--- config.mk ---
export PLATFORM = sky130hd
export DESIGN_NAME = radius2_ring_cellular_automaton_top
export DESIGN_NICKNAME = d
export VERILOG_FILES = /design/src/rtl/core/r2ca_pkg.sv /design/src/rtl/core/r2ca_ctrl.sv /design/src/rtl/core/r2ca_datapath.sv /design/src/rtl/core/radius2_ring_cellular_automaton_top.sv
export SDC_FILE = /design/constraint.sdc
export NUM_CORES = 1
export LEC_CHECK = 0
export BUFFER_PORTS_ARGS = -buffer_cell sky130_fd_sc_hd__buf_2
export CAP_MARGIN = 20
export CORE_MARGIN = 5
export CORE_UTILIZATION = 40
export CTS_CLUSTER_SIZE = 16
export DETAILED_ROUTE_END_ITERATION = 6
export GPL_TIMING_DRIVEN = 0
export SETUP_SLACK_MARGIN = 0.1
export SLEW_MARGIN = 10
export SYNTH_ARGS = -nofsm -noshare
export SYNTH_HDL_FRONTEND = slang
export SYNTH_SLANG_ARGS = --single-unit
--- constraint.sdc ---
create_clock -name clk_i -period 4.2 [get_ports clk_i]
set_clock_uncertainty 0.2 [all_clocks]
set_input_delay 0.21 -clock clk_i [delete_from_list [all_inputs] [get_ports clk_i]]
set_output_delay 0.21 -clock clk_i [all_outputs]
set_load 0.02 [all_outputs]
--- src/rtl/core/r2ca_pkg.sv ---
// ----------------------------------------------------------------------------
// r2ca_pkg
// Shared widths, register indexes and controller/datapath interface types for
// the radius-two ring cellular automaton.
// ----------------------------------------------------------------------------
package r2ca_pkg;

  localparam int unsigned RuleW   = 32;
  localparam int unsigned StepW   = 7;
  localparam int unsigned GenW    = 6;
  localparam int unsigned WordW   = 32;
  localparam int unsigned CfgIdxW = 1;

  localparam logic [StepW-1:0] MaxSteps = 7'd64;

  localparam logic [RuleW-1:0] RuleReset = 32'hFEE8E880;
  localparam logic [StepW-1:0] StepReset = 7'd6;

  // Configuration register indexes.
  localparam logic [CfgIdxW-1:0] RegRuleTable = 1'b0;
  localparam logic [CfgIdxW-1:0] RegStepCount = 1'b1;

  // Commands from the controller to the datapath.
  typedef struct packed {
    logic load;  // load a new initial row, generation index back to zero
    logic step;  // emit the current row and advance one generation
  } r2ca_cmd_t;

  // Status from the datapath to the controller.
  typedef struct packed {
    logic steps_zero;  // configured step count is zero
    logic final_gen;   // current generation is the last one to emit
    logic out_free;    // output register can take a word this cycle
  } r2ca_status_t;

endpackage

--- src/rtl/core/r2ca_ctrl.sv ---
// ----------------------------------------------------------------------------
// r2ca_ctrl
// Controller state machine: accepts an initial row and sequences the
// generations through the datapath.
// ----------------------------------------------------------------------------
module r2ca_ctrl import r2ca_pkg::*; (
  input  logic         clk_i,
  input  logic         rst_ni,
  input  logic         in_valid_i,
  output logic         in_ready_o,
  input  r2ca_status_t status_i,
  output r2ca_cmd_t    cmd_o
);

  typedef enum logic {
    StIdle,
    StRun
  } state_e;

  state_e state_q, state_d;

  always_comb begin
    state_d    = state_q;
    in_ready_o = 1'b0;
    cmd_o      = '0;
    unique case (state_q)
      StIdle: begin
        in_ready_o = 1'b1;
        if (in_valid_i) begin
          cmd_o.load = 1'b1;
          if (!status_i.steps_zero) begin
            state_d = StRun;
          end
        end
      end
      StRun: begin
        if (status_i.out_free) begin
          cmd_o.step = 1'b1;
          if (status_i.final_gen) begin
            state_d = StIdle;
          end
        end
      end
      default: begin
        state_d = StIdle;
      end
    endcase
  end

  always_ff @(posedge clk_i or negedge rst_ni) begin
    if (!rst_ni) begin
      state_q <= StIdle;
    end else begin
      state_q <= state_d;
    end
  end

endmodule

--- src/rtl/core/r2ca_datapath.sv ---
// ----------------------------------------------------------------------------
// r2ca_datapath
// Configuration registers, the cell ring with its next-generation logic, the
// generation counter and the output register.
// ----------------------------------------------------------------------------
module r2ca_datapath import r2ca_pkg::*; #(
  parameter int unsigned CELLS = 32
) (
  input  logic               clk_i,
  input  logic               rst_ni,
  input  logic               cfg_we_i,
  input  logic [CfgIdxW-1:0] cfg_index_i,
  input  logic [WordW-1:0]   cfg_data_i,
  input  logic [WordW-1:0]   initial_state_i,
  input  r2ca_cmd_t          cmd_i,
  output r2ca_status_t       status_o,
  output logic               out_valid_o,
  input  logic               out_ready_i,
  output logic [GenW-1:0]    generation_o,
  output logic [WordW-1:0]   packed_row_o,
  output logic               last_o
);

  logic [RuleW-1:0] rule_q;
  logic [StepW-1:0] steps_q;

  always_ff @(posedge clk_i or negedge rst_ni) begin
    if (!rst_ni) begin
      rule_q  <= RuleReset;
      steps_q <= StepReset;
    end else if (cfg_we_i) begin
      unique case (cfg_index_i)
        RegRuleTable: rule_q  <= cfg_data_i[RuleW-1:0];
        RegStepCount: steps_q <= cfg_data_i[StepW-1:0];
        default: ;
      endcase
    end
  end

  // Step counts above the maximum saturate.
  logic [StepW-1:0] steps_sat;
  assign steps_sat = (steps_q > MaxSteps) ? MaxSteps : steps_q;

  logic [CELLS-1:0] row_q, row_d;
  logic [CELLS-1:0] row_next;
  logic [CELLS-1:0] row_init;
  logic [CELLS-1:0] row_rev;
  logic [WordW-1:0] packed_now;
  logic [GenW-1:0]  gen_q, gen_d;

  // Load the initial word: cells beyond the word start at zero.
  if (CELLS >= WordW) begin : g_init_wide
    assign row_init = {{(CELLS-WordW){1'b0}}, initial_state_i};
  end else begin : g_init_narrow
    assign row_init = initial_state_i[CELLS-1:0];
  end

  // One generation of the ring, each cell looking two places either way.
  for (genvar j = 0; j < CELLS; j++) begin : g_cell
    localparam int unsigned Lm2 = (j + CELLS - 2) % CELLS;
    localparam int unsigned Lm1 = (j + CELLS - 1) % CELLS;
    localparam int unsigned Rp1 = (j + 1) % CELLS;
    localparam int unsigned Rp2 = (j + 2) % CELLS;
    logic [4:0] code;
    assign code        = {row_q[Lm2], row_q[Lm1], row_q[j], row_q[Rp1], row_q[Rp2]};
    assign row_next[j] = rule_q[code];
    assign row_rev[CELLS-1-j] = row_q[j];
  end

  // Packed row keeps the low word of the reversed ring.
  if (CELLS >= WordW) begin : g_pack_wide
    assign packed_now = row_rev[WordW-1:0];
  end else begin : g_pack_narrow
    assign packed_now = {{(WordW-CELLS){1'b0}}, row_rev};
  end

  logic final_gen;
  assign final_gen = ({1'b0, gen_q} + 7'd1) == steps_sat;

  always_comb begin
    row_d = row_q;
    gen_d = gen_q;
    if (cmd_i.load) begin
      row_d = row_init;
      gen_d = '0;
    end else if (cmd_i.step) begin
      row_d = row_next;
      gen_d = gen_q + 6'd1;
    end
  end

  always_ff @(posedge clk_i or negedge rst_ni) begin
    if (!rst_ni) begin
      row_q <= '0;
      gen_q <= '0;
    end else begin
      row_q <= row_d;
      gen_q <= gen_d;
    end
  end

  // Output register decouples the sink from the ring.
  logic            out_valid_q, out_valid_d;
  logic [GenW-1:0] out_gen_q;
  logic [WordW-1:0] out_row_q;
  logic            out_last_q;
  logic            out_free;

  assign out_free = !out_valid_q || out_ready_i;

  always_comb begin
    out_valid_d = out_valid_q;
    if (cmd_i.step) begin
      out_valid_d = 1'b1;
    end else if (out_ready_i) begin
      out_valid_d = 1'b0;
    end
  end

  always_ff @(posedge clk_i or negedge rst_ni) begin
    if (!rst_ni) begin
      out_valid_q <= 1'b0;
    end else begin
      out_valid_q <= out_valid_d;
    end
  end

  always_ff @(posedge clk_i) begin
    if (cmd_i.step) begin
      out_gen_q  <= gen_q;
      out_row_q  <= packed_now;
      out_last_q <= final_gen;
    end
  end

  assign status_o.steps_zero = (steps_sat == '0);
  assign status_o.final_gen  = final_gen;
  assign status_o.out_free   = out_free;

  assign out_valid_o  = out_valid_q;
  assign generation_o = out_gen_q;
  assign packed_row_o = out_row_q;
  assign last_o       = out_last_q;

endmodule

--- src/rtl/core/radius2_ring_cellular_automaton_top.sv ---
// ----------------------------------------------------------------------------
// radius2_ring_cellular_automaton_top
// One-dimensional radius-two cellular automaton on a wrapping ring of cells.
// ----------------------------------------------------------------------------
// Each accepted input word is loaded into a ring of CELLS binary cells, bit m
// into cell m, and the block then emits one output word per generation for
// generations 0 up to step_count-1. A generation is computed by the
// combinational next-state logic of the ring, the step count is six at the
// default setting, and back-pressure on the output simply stalls the ring.
// Each output word carries the generation index, the row packed with cell 0
// as the most significant bit (the low 32 bits of that packing when the ring
// is wider than 32 cells), and a last flag on the final row. A step count of
// zero emits nothing, and counts above 64 are treated as 64. A new input is
// taken as soon as the final row of the previous one sits in the output
// register. The user must write the rule table and step count through the
// configuration port only while the block is idle; the block itself does
// not enforce it.
// ----------------------------------------------------------------------------
module radius2_ring_cellular_automaton_top import r2ca_pkg::*; #(
  parameter int unsigned CELLS = 32
) (
  input  logic               clk_i,
  input  logic               rst_ni,
  // Configuration write port.
  input  logic               cfg_we_i,
  input  logic [CfgIdxW-1:0] cfg_index_i,
  input  logic [WordW-1:0]   cfg_data_i,
  // Input channel.
  input  logic               in_valid_i,
  output logic               in_ready_o,
  input  logic [WordW-1:0]   initial_state_i,
  // Output channel.
  output logic               out_valid_o,
  input  logic               out_ready_i,
  output logic [GenW-1:0]    generation_o,
  output logic [WordW-1:0]   packed_row_o,
  output logic               last_o
);

  r2ca_cmd_t    cmd;
  r2ca_status_t status;

  // The controller decides when a word is loaded and when the ring advances.
  r2ca_ctrl u_ctrl (
    .clk_i      (clk_i),
    .rst_ni     (rst_ni),
    .in_valid_i (in_valid_i),
    .in_ready_o (in_ready_o),
    .status_i   (status),
    .cmd_o      (cmd)
  );

  // The datapath holds the ring, the generation counter and the output register.
  r2ca_datapath #(
    .CELLS (CELLS)
  ) u_datapath (
    .clk_i           (clk_i),
    .rst_ni          (rst_ni),
    .cfg_we_i        (cfg_we_i),
    .cfg_index_i     (cfg_index_i),
    .cfg_data_i      (cfg_data_i),
    .initial_state_i (initial_state_i),
    .cmd_i           (cmd),
    .status_o        (status),
    .out_valid_o     (out_valid_o),
    .out_ready_i     (out_ready_i),
    .generation_o    (generation_o),
    .packed_row_o    (packed_row_o),
    .last_o          (last_o)
  );

endmodule

# Yosys cells after proc, flatten, opt, wreduce, memory -nomap -nowiden
# Index checks and enable logic that the tools add are counted.
totals:
  reg_bits: 118
  wordCells: 135
  output_inout_bits: 41
  input_bits: 70
op_classes:
  n_eq_ne: 1
  n_lt_le_gt_ge: 33
  reduce_logical: 7
  muxes: 81
  addsub: 2
  bitwise_logic: 2
ops:
  columns: ["operator", "n"]
  rows:
  - ["< comparator 5 x 6 -> 1 bit (second input constant)", 32]
  - ["binary-select mux 1 bit (select 5 bit)", 32]
  - ["2-to-1 mux 32 bit", 2]
  - ["2-to-1 mux 1 bit", 43]
  - ["2-to-1 mux 6 bit", 2]
  - ["adder 6 x 1 -> 7 bit (second input constant)", 1]
  - ["== test 7 bit", 1]
  - ["greater-than comparator 7 bit (second input constant)", 1]
  - ["zero test 7 bit", 1]
  - ["2-to-1 mux 7 bit", 1]
  - ["adder 6 x 1 -> 6 bit (second input constant)", 1]
  - ["AND reduction 2 bit", 2]
  - ["nonzero test 2 bit", 2]
  - ["inverter 1 bit", 2]
  - ["case mux 1 bit (2 select lines)", 1]
  - ["zero test 1 bit", 1]
  - ["logical OR 1 bit", 1]

# Depth between registers and ports, before layout
logic_depth:
  word_depth: 6
  mapped_depth: 9
  depth_no_buf: 6

# Modules after synthesis
# Synthesis repeated with hierarchy kept, for this count alone.
hier_totals:
  cells_unflattened: 1404
  hier_area_um2: 14173.6
modules_own_cells:
  columns: ["mod", "cells_each", "area_per_inst_um2", "instances"]
  rows:
  - ["r2ca_datapath", 1397, 14107.3, 1]
  - ["r2ca_ctrl", 7, 66.3, 1]

# Worst setup path before layout
# OpenSTA, ideal clock, no wires.
synth_timing:
  path_type: "reg2reg"
  startpoint: "register u_datapath.out_valid_q (netlist: u_datapath.out_valid_o)"
  endpoint: "register u_ctrl.state_q"
  slack_ps: 1440
  synth_period_minus_slack_ps: 2760
  arrival_time_ps: 2333
  stages_incl_launch_ff: 6
  cell_sequence: "dfrtp_1 nand2b_1 nand2_1 inv_2 clkbuf_1 a41oi_1"
synth_between:
  elab_chain_cells: 4
synth_rtl:
  columns: ["item", "line_no", "text"]
  rows:
  - ["start, declared", "r2ca_datapath.sv:103", "logic out_valid_q, out_valid_d;"]
  - ["start signal, assigned", "r2ca_datapath.sv:124", "out_valid_q <= out_valid_d;"]
  - ["zero test 1 bit", "r2ca_datapath.sv:109", "assign out_free = !out_valid_q || out_ready_i;"]
  - ["logical OR 1 bit", "r2ca_datapath.sv:109", null]
  - ["2-to-1 mux 1 bit", "r2ca_ctrl.sv:37", "if (status_i.out_free) begin"]
  - ["case mux 1 bit (2 select lines)", "r2ca_ctrl.sv:26", "unique case (state_q)"]
  - ["via u_ctrl.state_d", "r2ca_ctrl.sv:20", "state_e state_q, state_d;"]
  - ["end signal, assigned", "r2ca_ctrl.sv:52", "state_q <= StIdle;"]
  - ["end signal, assigned", "r2ca_ctrl.sv:54", "state_q <= state_d;"]
  - ["end, declared", "r2ca_ctrl.sv:20", null]
# The timed path passes the listed nets, and every way through them passes these cells.
# A chain may end at the register's enable or synchronous reset.

# Worst setup path after layout
layout_timing:
  startpoint: "register u_datapath.rule_q[25]"
  endpoint: "register u_datapath.row_q[28]"
layout_between:
  elab_chain_cells: 4
layout_rtl:
  columns: ["item", "line_no", "text"]
  rows:
  - ["start, declared", "r2ca_datapath.sv:24", "logic [RuleW-1:0] rule_q;"]
  - ["start signal, assigned", "r2ca_datapath.sv:29", "rule_q <= RuleReset;"]
  - ["start signal, assigned", "r2ca_datapath.sv:33", "RegRuleTable: rule_q <= cfg_data_i[RuleW-1:0];"]
  - ["binary-select mux 1 bit (select 5 bit)", "r2ca_datapath.sv:66", "assign row_next[j] = rule_q[code];"]
  - ["2-to-1 mux 1 bit (implied by the code)", "r2ca_datapath.sv:66", null]
  - ["2-to-1 mux 32 bit", "r2ca_datapath.sv:86", "end else if (cmd_i.step) begin"]
  - ["2-to-1 mux 32 bit", "r2ca_datapath.sv:83", "if (cmd_i.load) begin"]
  - ["end signal, assigned", "r2ca_datapath.sv:97", "row_q <= row_d;"]
  - ["end, declared", "r2ca_datapath.sv:44", "logic [CELLS-1:0] row_q, row_d;"]
# Every way passes these cells. The select of a mux whose other input is x is not followed.

==> metrics.md <==
| Metric | Value |
|---|---|
| Slew headroom | `0.273` |
| Final period util | `0.783` |
| RSZ-0062 raised after global routing | `no` |
| PnR worst setup slack | `913 ps` |
| Setup Buffers After CTS | `0` |
| Yosys top cell by area | `mux4_2` |
| Fin. max-slew vios | `0` |
| GP Congestion | `1.03` |
| FFs w/ async S/R, synth | `0.669` |
| 1st-pass router iterations | `6` |
| Synth top area cells | `mux4_2 (46%), dfrtp_1 (12%), edfxtp_1 (8.9%), mux2i_1 (4.4%), mux4_1 (3.8%)` |
| Synthesized area per cell | `13.9 sq um` |
| Req. time, crit path | `4380 ps` |
| DR WL/cell | `33.6 um` |
| PD cells | `771 mW/mm^2` |
| Starting Density | `0.406` |
| Cell Area, Synth | `0.0132 sq mm` |
| Clock Tree Root | `clkbuf_16` |
| Outcome | `completed` |
| CP most frequent cell | `clkbuf_1` |
| Startpoint Class | `register` |
| CP peak stage delay | `860 ps` |
| Maximum clock insertion buffer count | `2` |
| Commonest non-fill, non-tap cell in the layout | `mux4_2` |
| Worst setup EP type | `register` |
| CTS Buf Count | `17` |
| Post-synthesis cell type count | `53` |
| Post-Synthesis Net Count | `1026` |
| Setup violators final | `0` |
| Core area | `0.0326 sq mm` |
| Nets | `1223` |
| Largest net degree at the start of global routing | `56` |
| Fmax | `304 MHz` |
| Clock slew at reported path FFs | `70 ps` |
| Die Y | `192 um` |
| Post-synthesis sequential area ratio | `0.240` |
| P_leak | `5.61 nW` |
| First-pass GRT wire length | `79.5 mm` |
| Total number of vias | `11400` |
| CTS Sinks | `118` |
| # rows | `66` |
| Pre-CTS setup slack | `1150 ps` |
| Fill count | `2913` |
| DRC errors left | `0` |
| Count of final hold-check violations | `0` |
| Total Wirelength | `54.0 mm` |
| Worst skew pair latency | `460 ps` |
| Initial DRC Count | `1610` |
| Layout cell share with drive strength beyond 1 | `0.439` |
| P&R area growth vs syn | `18.0%` |
| EDFF count, synth | `39` |
| Top FF cell, synth | `dfrtp_1` |
| Critical Path AT | `3470 ps` |
| Synthesis Warnings | `0` |
| Vias per inst | `7.11` |
| Setup_tns | `0 ps` |
| Post-synthesis register bit count | `118` |
| Worst min-delay path class | `primary input to async pin` |
| Syn Inst Count | `955` |
| Routed Antenna Nets | `0` |
| Vias in the first global route | `11600` |
| # diodes | `0` |
| Slowest cell on crit path | `clkbuf_1` |
| Post-DP HPWL | `36.4 mm` |
| Initial antenna violation count | `2` |
| Most frequent cells in the layout | `mux4_2 (270), buf_2 (135), clkbuf_1 (118)` |
| CP Class | `register to register` |
| GRT Util Overall | `0.297` |
| Actual slew at the worst max-slew pin | `1090 ps` |
| Max Cap Viol | `0` |
| CTS tree | `built` |
| Port-buffer cells | `110` |
| Crit path max fanout | `10` |
| Tmin final | `3290 ps` |
| Die area | `0.0368 sq mm` |
| GRT overflow | `0` |
| Yosys top cell area share | `0.460` |
| Worst vdd ir | `338 uV` |
| Boundary pin count | `111` |
| CTS H-Tree Depth | `4` |
| Die Wd | `192 um` |
| CP Cell Sequence | `clkbuf_1, clkbuf_1, a2111oi_0, o31ai_1, o21ai_0, o21ai_1` |
path summary, 6_finish.rpt:
check	from	end	slack (ps)	depth (start not counted)
min reg2reg	u_datapath.row_q[30]	u_datapath.packed_row_o[1]	250	0
min	rst_ni	u_datapath.gen_q[1]	20	2
max in group asynchronous	rst_ni	u_datapath.rule_q[13]	3090	3
min in group clk_i	cfg_index_i	u_datapath.rule_q[1]	130	4
max reg2reg	u_datapath.rule_q[25]	u_datapath.row_q[28]	910	6
max	u_datapath.rule_q[25]	u_datapath.row_q[28]	910	6
area by class of cell:
class | count | area [sq um] | area share
Multi-Input combinational cell | 634 | 9080 | 0.582
Sequential cell | 118 | 3170 | 0.203
Timing Repair Buffer | 178 | 1250 | 0.0801
Buffer | 196 | 952 | 0.0610
Tap cell | 442 | 553 | 0.0354
Clock buffer | 18 | 450 | 0.0289
Clock inverter | 14 | 124 | 0.00793
Inverter | 7 | 26.3 | 0.00168
routing by layer:
metal | share of wire | track usage | wire, um
met5 | 0.00024 | 0 | 13
met1 | 0.36 | 0.397 | 19400
met4 | 0.052 | 0.129 | 2800
met3 | 0.15 | 0.112 | 8050
met2 | 0.44 | 0.435 | 23700
through the flow:
stage,cell area [sq um],utilization,hold WS (ps),power [mW],cells
6_report,15600,0.479,16.8,12.0,1607
2_1_floorplan,13200,-,-286,8.42,955
4_1_cts,15600,0.479,20.7,11.9,1607
3_5_place_dp,14400,0.440,-37.9,10.3,1508
5_1_grt,15600,0.479,74.1,12.6,1607
3_3_place_gp,14300,0.439,231,10.2,1507
cells in the mapped netlist, drive strengths merged, types with 5 or more instances:
cell,number
a21oi,9
xnor2,5
a22oi,27
edfxtp,39
nand3b,20
dfstp,18
mux2i,58
dfrtp,61
buf,77
mux4,289
nand2,33
nand3,29
a211oi,6
nor2,12
nor2b,7
inv,7
clkbuf,119
o21ai,57
mux2,43
registers in the layout, indices dropped and copies added (netlist names), 6 cells and up:
name / flops
u_datapath.rule_q: 32
u_datapath.gen_q: 6
u_datapath.packed_row_o: 32
u_datapath.generation_o: 6
u_datapath.steps_q: 7
u_datapath.row_q: 32
kinds of logic (layout without fill, tap and decap cells):
logic type / Yosys count / in the layout / synth area share
muxes: 390 / 390 / 0.578
AOI/OAI and AO/OA: 119 / 119 / 0.0558
xor gates and xnor gates: 7 / 7 / 0.00463
and+or+nand+nor: 117 / 117 / 0.0474
buffers and inverters: 203 / 413 / 0.0737
adders and majority gates: 1 / 1 / 0.000946
DFF: 118 / 118 / 0.240
repair_timing:
item / 4_1_cts / 5_1_grt
hold endpoints to repair: 134 / 0
gates resized for setup: 0 / 0
hold buffers: 67 / 0
power by group:
group	switching [mW]	internal (mW)
Clock	0.695	0.815
Combinational	4.02	4.37
Sequential	0.492	1.65
critical path, delay by kind of cell (launching register included):
kind                   cells  cell delay (ps)
DFF                        1              650
buffers and inverters      2             1420
AOI/OAI and AO/OA          4              950
(Power assumes the default switching activity.)
